<file path="config.mk">
export PLATFORM = sky130hd
export DESIGN_NAME = percent_url_decoder
export DESIGN_NICKNAME = d
export VERILOG_FILES = /design/src/rtl/pdec_pkg.sv /design/src/rtl/percent_url_decoder.sv /design/src/rtl/pdec_decode.sv /design/src/rtl/pdec_emit.sv
export SDC_FILE = /design/constraint.sdc
export NUM_CORES = 1
export LEC_CHECK = 0
export ABC_AREA = 0
export ABC_CLOCK_PERIOD_IN_PS = 2900
export BUFFER_PORTS_ARGS = -buffer_cell sky130_fd_sc_hd__buf_2
export CAP_MARGIN = 10
export CORE_ASPECT_RATIO = 1.2
export CORE_MARGIN = 1.5
export CORE_UTILIZATION = 54
export CTS_CLUSTER_SIZE = 30
export DETAILED_ROUTE_END_ITERATION = 7
export MAX_ROUTING_LAYER = met4
export PLACE_DENSITY = 0.85
export SLEW_MARGIN = 20
export SYNTH_ARGS = -nofsm -noshare
export SYNTH_HDL_FRONTEND = slang
export SYNTH_SLANG_ARGS = --single-unit
</file>
<file path="constraint.sdc">
create_clock -name clk -period 2.9 [get_ports clk]
set_input_delay 0.58 -clock clk [delete_from_list [all_inputs] [get_ports clk]]
set_output_delay 0.58 -clock clk [all_outputs]
set_load 0.02 [all_outputs]
</file>
<file path="src/rtl/pdec_pkg.sv">
// Shared types, character constants and helper functions for the percent URL decoder.
// Used by every module under rtl; depends on nothing else.
package pdec_pkg;

  localparam logic [7:0]  CH_PERCENT       = 8'h25;
  localparam logic [7:0]  CH_PLUS          = 8'h2B;
  localparam logic [7:0]  CH_SPACE         = 8'h20;
  localparam logic [11:0] MAX_LENGTH_RESET = 12'd255;

  localparam logic [1:0] HELD_NONE = 2'd0;
  localparam logic [1:0] HELD_ONE  = 2'd1;
  localparam logic [1:0] HELD_TWO  = 2'd2;

  typedef struct packed {
    logic [2:0][7:0] bytes;
    logic [1:0]      count;
    logic            last;
  } group_t;

  // Returns a valid flag and the value of a hex digit of either case.
  function automatic logic [4:0] hex_digit(input logic [7:0] c);
    logic [4:0] r;
    r = 5'd0;
    if (c >= 8'h30 && c <= 8'h39) begin
      r = {1'b1, c[3:0]};
    end else if ((c >= 8'h41 && c <= 8'h46) || (c >= 8'h61 && c <= 8'h66)) begin
      // The low nibble of 'A' to 'F' runs from one, so adding nine gives ten upwards.
      r = {1'b1, 4'(c[3:0] + 4'd9)};
    end
    return r;
  endfunction

endpackage

</file>
<file path="src/rtl/percent_url_decoder.sv">
// Top level of the percent URL decoder: configuration register and channel wiring.
// Instantiates pdec_decode and pdec_emit; depends on pdec_pkg.
//
//   Channel   Handshake              Payload
//   config    cfg_valid / cfg_ready  cfg_data (max_length, 12 bits)
//   input     in_valid / in_ready    in_byte, end_of_string
//   output    out_valid / out_ready  out_byte, byte_valid, last_of_string
//
// Each input byte is decoded in the cycle of its transfer and gives zero to three
// results, which leave the result stage one per cycle while out_ready is high. A new
// byte is taken while the result stage is empty or while the last result of the group
// before it is transferred. Reset clears the held escape state, the result stage and
// the length count, and sets max_length to 255. A stalled output holds the input back.
module percent_url_decoder import pdec_pkg::*; (
  input  logic        clk,
  input  logic        rst,
  input  logic        cfg_valid,
  output logic        cfg_ready,
  input  logic [11:0] cfg_data,
  input  logic        in_valid,
  output logic        in_ready,
  input  logic [7:0]  in_byte,
  input  logic        end_of_string,
  output logic        out_valid,
  input  logic        out_ready,
  output logic [7:0]  out_byte,
  output logic        byte_valid,
  output logic        last_of_string
);

  logic [11:0] max_length;
  group_t      group;
  logic        can_load;
  logic        load;

  assign cfg_ready = 1'b1;
  assign in_ready  = can_load;
  assign load      = in_valid && can_load;

  always_ff @(posedge clk) begin
    if (rst) begin
      max_length <= MAX_LENGTH_RESET;
    end else if (cfg_valid) begin
      max_length <= cfg_data;
    end
  end

  pdec_decode u_decode (
    .clk           (clk),
    .rst           (rst),
    .load          (load),
    .in_byte       (in_byte),
    .end_of_string (end_of_string),
    .group         (group)
  );

  pdec_emit u_emit (
    .clk            (clk),
    .rst            (rst),
    .max_length     (max_length),
    .load           (load),
    .group          (group),
    .can_load       (can_load),
    .out_valid      (out_valid),
    .out_ready      (out_ready),
    .out_byte       (out_byte),
    .byte_valid     (byte_valid),
    .last_of_string (last_of_string)
  );

endmodule

</file>
<file path="src/rtl/pdec_decode.sv">
// Escape decoder: holds a pending '%' and first hex digit, and turns each input byte
// into a group of up to three raw result bytes. Depends on pdec_pkg.
module pdec_decode import pdec_pkg::*; (
  input  logic       clk,
  input  logic       rst,
  input  logic       load,
  input  logic [7:0] in_byte,
  input  logic       end_of_string,
  output group_t     group
);

  logic [1:0] held_count;
  logic [1:0] held_count_next;
  logic [7:0] held_hi;
  logic [7:0] held_hi_next;

  always_comb begin
    logic [4:0] d;
    logic [4:0] h;
    logic       pass;
    logic [1:0] n;
    d               = hex_digit(in_byte);
    h               = hex_digit(held_hi);
    pass            = 1'b1;
    n               = 2'd0;
    group.bytes     = '0;
    held_count_next = held_count;
    held_hi_next    = held_hi;
    if (held_count == HELD_TWO) begin
      if (d[4]) begin
        group.bytes[n]  = {h[3:0], d[3:0]};
        n               = n + 2'd1;
        pass            = 1'b0;
      end else begin
        group.bytes[n]  = CH_PERCENT;
        n               = n + 2'd1;
        group.bytes[n]  = held_hi;
        n               = n + 2'd1;
      end
      held_count_next = HELD_NONE;
    end else if (held_count == HELD_ONE) begin
      if (d[4]) begin
        held_hi_next    = in_byte;
        held_count_next = HELD_TWO;
        pass            = 1'b0;
      end else begin
        group.bytes[n]  = CH_PERCENT;
        n               = n + 2'd1;
        held_count_next = HELD_NONE;
      end
    end else begin
      held_count_next = HELD_NONE;
    end
    if (pass) begin
      if (in_byte == CH_PERCENT) begin
        held_count_next = HELD_ONE;
      end else begin
        group.bytes[n] = (in_byte == CH_PLUS) ? CH_SPACE : in_byte;
        n              = n + 2'd1;
      end
    end
    if (end_of_string) begin
      if (held_count_next != HELD_NONE) begin
        group.bytes[n] = CH_PERCENT;
        n              = n + 2'd1;
      end
      if (held_count_next == HELD_TWO) begin
        group.bytes[n] = held_hi_next;
        n              = n + 2'd1;
      end
      held_count_next = HELD_NONE;
    end
    group.count = n;
    group.last  = end_of_string;
  end

  always_ff @(posedge clk) begin
    if (rst) begin
      held_count <= HELD_NONE;
      held_hi    <= 8'd0;
    end else if (load) begin
      held_count <= held_count_next;
      held_hi    <= held_hi_next;
    end
  end

endmodule

</file>
<file path="src/rtl/pdec_emit.sv">
// Result stage: stores one decoded group and hands out its bytes one per transfer,
// applying the per-string length limit. Depends on pdec_pkg.
module pdec_emit import pdec_pkg::*; (
  input  logic        clk,
  input  logic        rst,
  input  logic [11:0] max_length,
  input  logic        load,
  input  group_t      group,
  output logic        can_load,
  output logic        out_valid,
  input  logic        out_ready,
  output logic [7:0]  out_byte,
  output logic        byte_valid,
  output logic        last_of_string
);

  logic [2:0][7:0] bytes;
  logic [1:0]      count;
  logic [1:0]      idx;
  logic            last;
  logic [11:0]     emitted_count;
  logic            keep;
  logic            final_one;
  logic            transfer;

  assign keep           = emitted_count < max_length;
  assign final_one      = (count == 2'd1);
  assign out_valid      = (count != 2'd0);
  assign transfer       = out_valid && out_ready;
  assign can_load       = (count == 2'd0) || (final_one && out_ready);
  assign out_byte       = keep ? bytes[idx] : 8'd0;
  assign byte_valid     = keep;
  assign last_of_string = last && final_one;

  always_ff @(posedge clk) begin
    if (rst) begin
      count         <= 2'd0;
      idx           <= 2'd0;
      last          <= 1'b0;
      emitted_count <= 12'd0;
    end else begin
      if (load) begin
        count <= group.count;
        idx   <= 2'd0;
        last  <= group.last;
      end else if (transfer) begin
        count <= count - 2'd1;
        idx   <= idx + 2'd1;
      end
      if (transfer) begin
        if (last && final_one) begin
          emitted_count <= 12'd0;
        end else if (keep) begin
          emitted_count <= emitted_count + 12'd1;
        end
      end
    end
  end

  always_ff @(posedge clk) begin
    if (load) begin
      bytes <= group.bytes;
    end
  end

endmodule

</file>
==> reports/metrics.cfg, run 1 <==
[status]
outcome = complete, no violations

[layout]
final.fill_count = 592
antenna_cells = 0
seq_area_mm2 = 0.001501
instances_no_fill = 605
finalNetCount = 565
layout-drive-gt1-share_pct = 20.46
area_delta_synth_final_pct = 17.10
post-route-util_pct = 65.74
multiInputGateArea_mm2 = 0.002158

[setup_path]
regToRegEndpoint = u_emit.bytes[10]$_DFFE_PP_
rr_startpoint = u_decode.held_count[1]$_SDFFE_PP0P_
reg2reg_slack_ns = 0.40
path_max_fanout = 17
cp_slowest_cell = o31a_4
r2r_cells = 8
worstPathArrival_ns = 2.14
worstSetupStartpointType = flop
worstSetupPathType = reg -> out
cp.required_ns = 2.32
slowest_delay_ns = 0.44
crit_chain = inv_1, ha_1, a211oi_2, nand2_1, o31a_4, nor2_1, buf_2
endpoint_kind = output port

[sta]
tns_ns = 0
max_freq_ghz = 0.3679
min_period_ns = 2.718
period_share_pct = 93.74
tightest_slew_ns = 0.6820
slew_viol_final = 0
max_slew_margin_pct = 54.23
skew_ns = 0.01094
worst_hold_slack_ns = 0.4455
finalHoldViolations = 0
rsz0062_at_grt = false
final-setup-viol-count = 0

[power_and_ir_drop]
power.leakage_uw = 0.001884
p_per_area_mw_per_mm2 = 446.8
finalPower_uw = 2025
ir_drop_mv = 0.2707

[synth]
syn-cell-area_mm2 = 0.003871
synth-edff-count = 24
ys_ff_latch = 63
synth_top_cell_by_area = dfxtp_1
ys_types = 65
muxShareOfSynthArea_pct = 5.204
synth_area_leaders = dfxtp_1 (20%), edfxtp_1 (19%), ha_1 (8.1%), a21oi_1 (5.8%), mux2i_1 (4.9%)
synth.avg_cell_area_um2 = 8.565
postSynth.asyncResetShare_pct = 0
yosys.area_share.simple_pct = 20.46
synth_cells = 452
synth_common_cells = nand2_1 (49), nor2_1 (47), a21oi_1 (45)
synth_seq_area_share_pct = 38.78
synth_nets = 503
yosys_warnings = 0
synth_ff_type = dfxtp_1
synth_compound_area_share_pct = 20.43
synth_top_family_by_area = simple AND/OR/NAND/NOR gates
yosys.cell_count.top_type = nand2_1
synth_top_area_share_pct = 20.17
synthXorXnorAreaFrac_pct = 0.9050
yosys.area_share.adder_pct = 8.080

[floorplanning]
rows = 33
core_area_mm2 = 0.006895
dieArea_mm2 = 0.007688
die_x_um = 80.29
io_pins = 39
start_util_pct = 56.14
die_h_um = 95.75

[clock_tree]
clock-root-buffer = clkbuf_8
numCtsBuffers = 9
cts-hold-fix-buffers = 0
cts_sinks = 63
max-clock-path-buffers = 2
clock_latency_ns = 0.34
ctsResizeCount = 0
htreeDepth = 3
cts_tree = done
post_cts.repair.setup_buffers = 0
clkTransAtPathRegs_ns = 0.08

[detailed_routing]
dr_wl_met2_um = 4923
drt_iter0_drc = 323
routed.top_layer = met4
vias = 3643
met1_length_um = 4153
wl_met3_um = 667
wirelength_um = 10070
wl_per_cell_um = 16.64
dr.pass1.iters = 5
ant_nets = 0
drc = 0
viasPerCell = 6.021

[worst_hold_path]
whs_endpoint = max_length[1]$_SDFFE_PP1P_
min_path_type = in -> reg
hold_start = cfg_data[1]
hold_depth = 3

[placement]
portBuffers = 37
place.gp.congestion = 0.9716
dp.cells = 590
dp_hpwl_um = 7650

[job]
maxCapViolCount = 0

[global_routing]
overflow = 0
grt_pass1_vias = 3409
antenna_found_initial = 0
grt_start_max_net_pins = 28
grt_use_total_pct = 29.33
grt_pass1_wl_um = 16480

-- power by group --
part | switching, uW | leakage, uW | internal (uW)
logic | 201 | 0.00124 | 123
clock network | 360 | 0.0000867 | 333
registers | 29.5 | 0.000553 | 979
-- kinds of logic (layout without fill, tap and decap cells) --
kind of cell,count (synthesis),count (layout)
buffers and inverters,55,121
XOR/XNOR,4,4
adder cells (fa/ha/maj),25,25
multiplexers,20,20
other,1,1
AND/OR/NAND/NOR,161,161
AO/OA/AOI/OAI,123,123
flip-flops,63,63
-- cell usage in the layout (no fill, tap or decap), types with 5 or more instances in the layout --
| master | instances |
|---|---|
| o31ai_1 | 7 |
| nor2_1 | 47 |
| mux2i_1 | 19 |
| clkbuf_8 | 10 |
| nand2b_1 | 5 |
| buf_2 | 37 |
| o21ai_0 | 21 |
| inv_1 | 25 |
| buf_4 | 40 |
| dfxtp_1 | 39 |
| nor3_1 | 7 |
| nand2_1 | 49 |
| ha_1 | 25 |
| nand3_1 | 12 |
| a21oi_1 | 44 |
| o211ai_1 | 10 |
| and3_1 | 6 |
| edfxtp_1 | 24 |
| or3_1 | 5 |
-- cell type report --
type                    instances  area share (%)
clock buffers                  11           3.119
clock inverters                 4          0.6348
inverters                      29           2.401
multi-input cells             334           47.61
flip-flops and latches         63           33.12
well taps                      87           2.401
repair buffers                 77           10.71
-- worst max-delay path, delay by kind of cell, from the launching register on --
| family | cells | cell delay [ns] |
|---|---|---|
| AO/OA/AOI/OAI | 2 | 0.67 |
| flip-flops | 1 | 0.35 |
| adder cells (fa/ha/maj) | 1 | 0.32 |
| AND/OR/NAND/NOR | 2 | 0.24 |
| buffers and inverters | 2 | 0.22 |
-- worst max path at each step --
stage	cells after the start	to	startpoint	slack (ns)
2_1_floorplan	11	u_emit.bytes[11]$_DFFE_PP_	in_byte[1]	0.01
3_3_place_gp	13	u_emit.bytes[10]$_DFFE_PP_	in_byte[1]	-0.01
3_5_place_dp	13	u_emit.bytes[10]$_DFFE_PP_	in_byte[1]	-0.06
4_1_cts	7	out_byte[4]	max_length[1]$_SDFFE_PP1P_	0.03
5_1_grt	7	out_byte[7]	max_length[11]$_SDFFE_PP0P_	0.03
6_report	7	out_byte[4]	max_length[11]$_SDFFE_PP0P_	0.18
-- flip-flops by register name, summed over array words and instances (netlist names) --
register and flops:
max_length 12, u_decode.held_count 2, u_decode.held_hi 8, u_emit.bytes 24, u_emit.count 2, u_emit.emitted_count 12
u_emit.idx 2, u_emit.last 1
-- routing by layer --
| layer | global-route usage (%) | vias to the layer above |
|---|---|---|
| met5 | - | - |
| met4 | 14.51 | 0 |
| met3 | 4.171 | 34 |
| met2 | 49.09 | 146 |
| met1 | 34.49 | 1710 |
| li1 | - | 1753 |
-- through the flow --
step	setup slack, ns	area, um^2
detailed placement	-0.05911	4349
floorplan	0.01489	3886
global route	0.03463	4533
global placement	-0.01290	4349
CTS	0.02731	4519
finish	0.1817	4533
(Power assumes the default switching activity.)
==> run 2, diff against run 1 <==
--- a/config.mk
+++ b/config.mk
@@ -9,13 +9,13 @@
 export ABC_CLOCK_PERIOD_IN_PS = 2900
 export BUFFER_PORTS_ARGS = -buffer_cell sky130_fd_sc_hd__buf_2
 export CAP_MARGIN = 10
-export CORE_ASPECT_RATIO = 1.2
+export CORE_ASPECT_RATIO = 0.7
 export CORE_MARGIN = 1.5
 export CORE_UTILIZATION = 54
 export CTS_CLUSTER_SIZE = 30
 export DETAILED_ROUTE_END_ITERATION = 7
 export MAX_ROUTING_LAYER = met4
-export PLACE_DENSITY = 0.85
+export PLACE_DENSITY = 0.83
 export SLEW_MARGIN = 20
 export SYNTH_ARGS = -nofsm -noshare
 export SYNTH_HDL_FRONTEND = slang
==> run 2 against run 1 <==
Against the previous run:
- flip-flop and latch count is the same
- final cell count up 2.1%
- clock-buffer cell count unchanged
- via count increased by 2.8%
- wire length is 9.7% higher
- critical path type unchanged
- total power increased by 6.9%
- utilization rose by 1.8 points
- clock skew barely moved
- first-iteration DRC count rose by 20%
- highest routed layer unchanged
- die area hardly changed
==> reports/metrics.cfg, run 2 (synthesis results as in run 1) <==
[global_routing]
overflow = 0
grt_pass1_vias = 3519
grt_start_max_net_pins = 21
antenna_found_initial = 0
grt_use_total_pct = 31.02
grt_pass1_wl_um = 17620

[detailed_routing]
wirelength_um = 11040
drt_iter0_drc = 389
viasPerCell = 6.058
wl_per_cell_um = 17.86
dr.pass1.iters = 8
ant_nets = 0
drc = 0
vias = 3744

[setup_path]
worstSetupPathType = reg -> out
regToRegEndpoint = u_emit.emitted_count[2]$_SDFFE_PP0P_
cp.required_ns = 2.32
r2r_cells = 8
worstSetupStartpointType = flop
crit_start = max_length[1]$_SDFFE_PP1P_
worstPathArrival_ns = 2.17
reg2reg_slack_ns = 0.50
rr_startpoint = max_length[1]$_SDFFE_PP1P_
path_max_fanout = 10
path_buf_inv = 2
slowest_delay_ns = 0.42
crit_chain = inv_1, ha_1, a2111oi_2, nor3_1, o31a_4, nor2_1, buf_2
cpLargestDelayFamily = compound AO/OA/AOI/OAI gates
cp_slowest_cell = o31a_4
cp_num_cells = 7
endpoint_kind = output port

[sta]
setup_ws_ns = 0.1505
finalHoldViolations = 0
rsz0062_at_grt = false
max_freq_ghz = 0.3637
period_share_pct = 94.81
tns_ns = 0
max_slew_margin_pct = 52.83
skew_ns = 0.01108
final-setup-viol-count = 0
tightest_slew_ns = 0.7028
min_period_ns = 2.750
slew_viol_final = 0

[clock_tree]
cts_sinks = 63
cts-hold-fix-buffers = 0
cts_tree = done
clock_latency_ns = 0.35
clkTransAtPathRegs_ns = 0.08
clock-root-buffer = clkbuf_8
numCtsBuffers = 9
htreeDepth = 3
max-clock-path-buffers = 2

[layout]
final_cell_mix = nand2_1 (49), nor2_1 (47), a21oi_1 (44), buf_4 (44), dfxtp_1 (38)
antenna_cells = 0
layout-drive-gt1-share_pct = 21.56
finalNetCount = 570
reg.largest.list = u_emit.bytes: 24 flops, max_length: 12 flops, u_emit.emitted_count: 12 flops
area_delta_synth_final_pct = 19.59
final_common_cell = nand2_1
post-route-util_pct = 67.58
final.fill_count = 561
largest_register_ffs = 24
top_register = u_emit.bytes

[floorplanning]
rows = 25
start_util_pct = 56.51
die_x_um = 104.2
io_pins = 39
dieArea_mm2 = 0.007694
die_h_um = 73.84
core_area_mm2 = 0.006850

[placement]
dp_hpwl_um = 8127
dp_slack_ns = -0.06936
portBuffers = 37
place.gp.congestion = 1.023

[worst_hold_path]
min_path_type = in -> reg
hold_start = cfg_data[6]
hold_depth = 3
whs_endpoint = max_length[6]$_SDFFE_PP1P_

[job]
maxCapViolCount = 0

[power_and_ir_drop]
ir_drop_mv = 0.2596
p_per_area_mw_per_mm2 = 467.9
power.leakage_uw = 0.001926

[status]
outcome = complete, no violations

run 2: cell types whose count changed in the layout (fill, tap and decap cells not counted), sizes merged:
cell / previous run / this run
o31a: 2 / 3
inv: 29 / 27
bufinv: 0 / 1
buf: 77 / 81
clkinv: 3 / 5
run 2: area by class of cell:
type / instances / area [um^2] / area share (%)
Multi-Input combinational cell: 335 / 2168 / 46.84
Sequential cell: 63 / 1503 / 32.46
Timing Repair Buffer: 81 / 515.5 / 11.14
Clock buffer: 11 / 152.6 / 3.297
Tap cell: 94 / 117.6 / 2.541
Inverter: 29 / 108.9 / 2.351
Clock inverter: 5 / 63.81 / 1.378
run 2: power by group:
part	internal, uW	switching, uW	total [uW]
combinational	128	209	337
clock	455	366	821
sequential	979	29.0	1010
total	1560	604	2170
run 2: worst min-delay path, delay by kind of cell:
kind,cells,cell delay (ns)
and+or+nand+nor,1,0.05
AOI/OAI and AO/OA,1,0.06
buffers and inverters,1,0.07
run 2: worst max path at each step:
stage	end	slack, ns
2_1_floorplan	u_emit.bytes[11]$_DFFE_PP_	0.01
3_3_place_gp	u_emit.bytes[13]$_DFFE_PP_	0.03
3_5_place_dp	u_emit.bytes[10]$_DFFE_PP_	-0.07
4_1_cts	out_byte[0]	0.02
5_1_grt	out_byte[2]	0.03
6_report	out_byte[5]	0.15
run 2: timing repair:
| action | 4_1_cts | 5_1_grt |
|---|---|---|
| gates cloned | 0 | 1 |
| resized for setup | 1 | 3 |
| setup buffers | 0 | 0 |
| pin swaps | 0 | 1 |
| setup endpoints to repair | 9 | 9 |
run 2: stage by stage:
stage | area (um^2) | power [uW] | hold slack, ns | std cells
global placement | 4388 | 1343 | 0.4537 | 601
finish | 4629 | 2166 | 0.4492 | 618
floorplan | 3886 | 1228 | 0.4366 | 452
CTS | 4606 | 2170 | 0.4342 | 617
detailed placement | 4388 | 1356 | 0.4553 | 601
global route | 4629 | 2257 | 0.4453 | 618
run 2: layer usage:
metal	share of wire [%]	wire length, um	global-route usage (%)
met1	44	4889	41.38
met2	43	4770	46.50
met3	11	1194	8.962
met4	1.6	182	7.870
met5	0	0	-
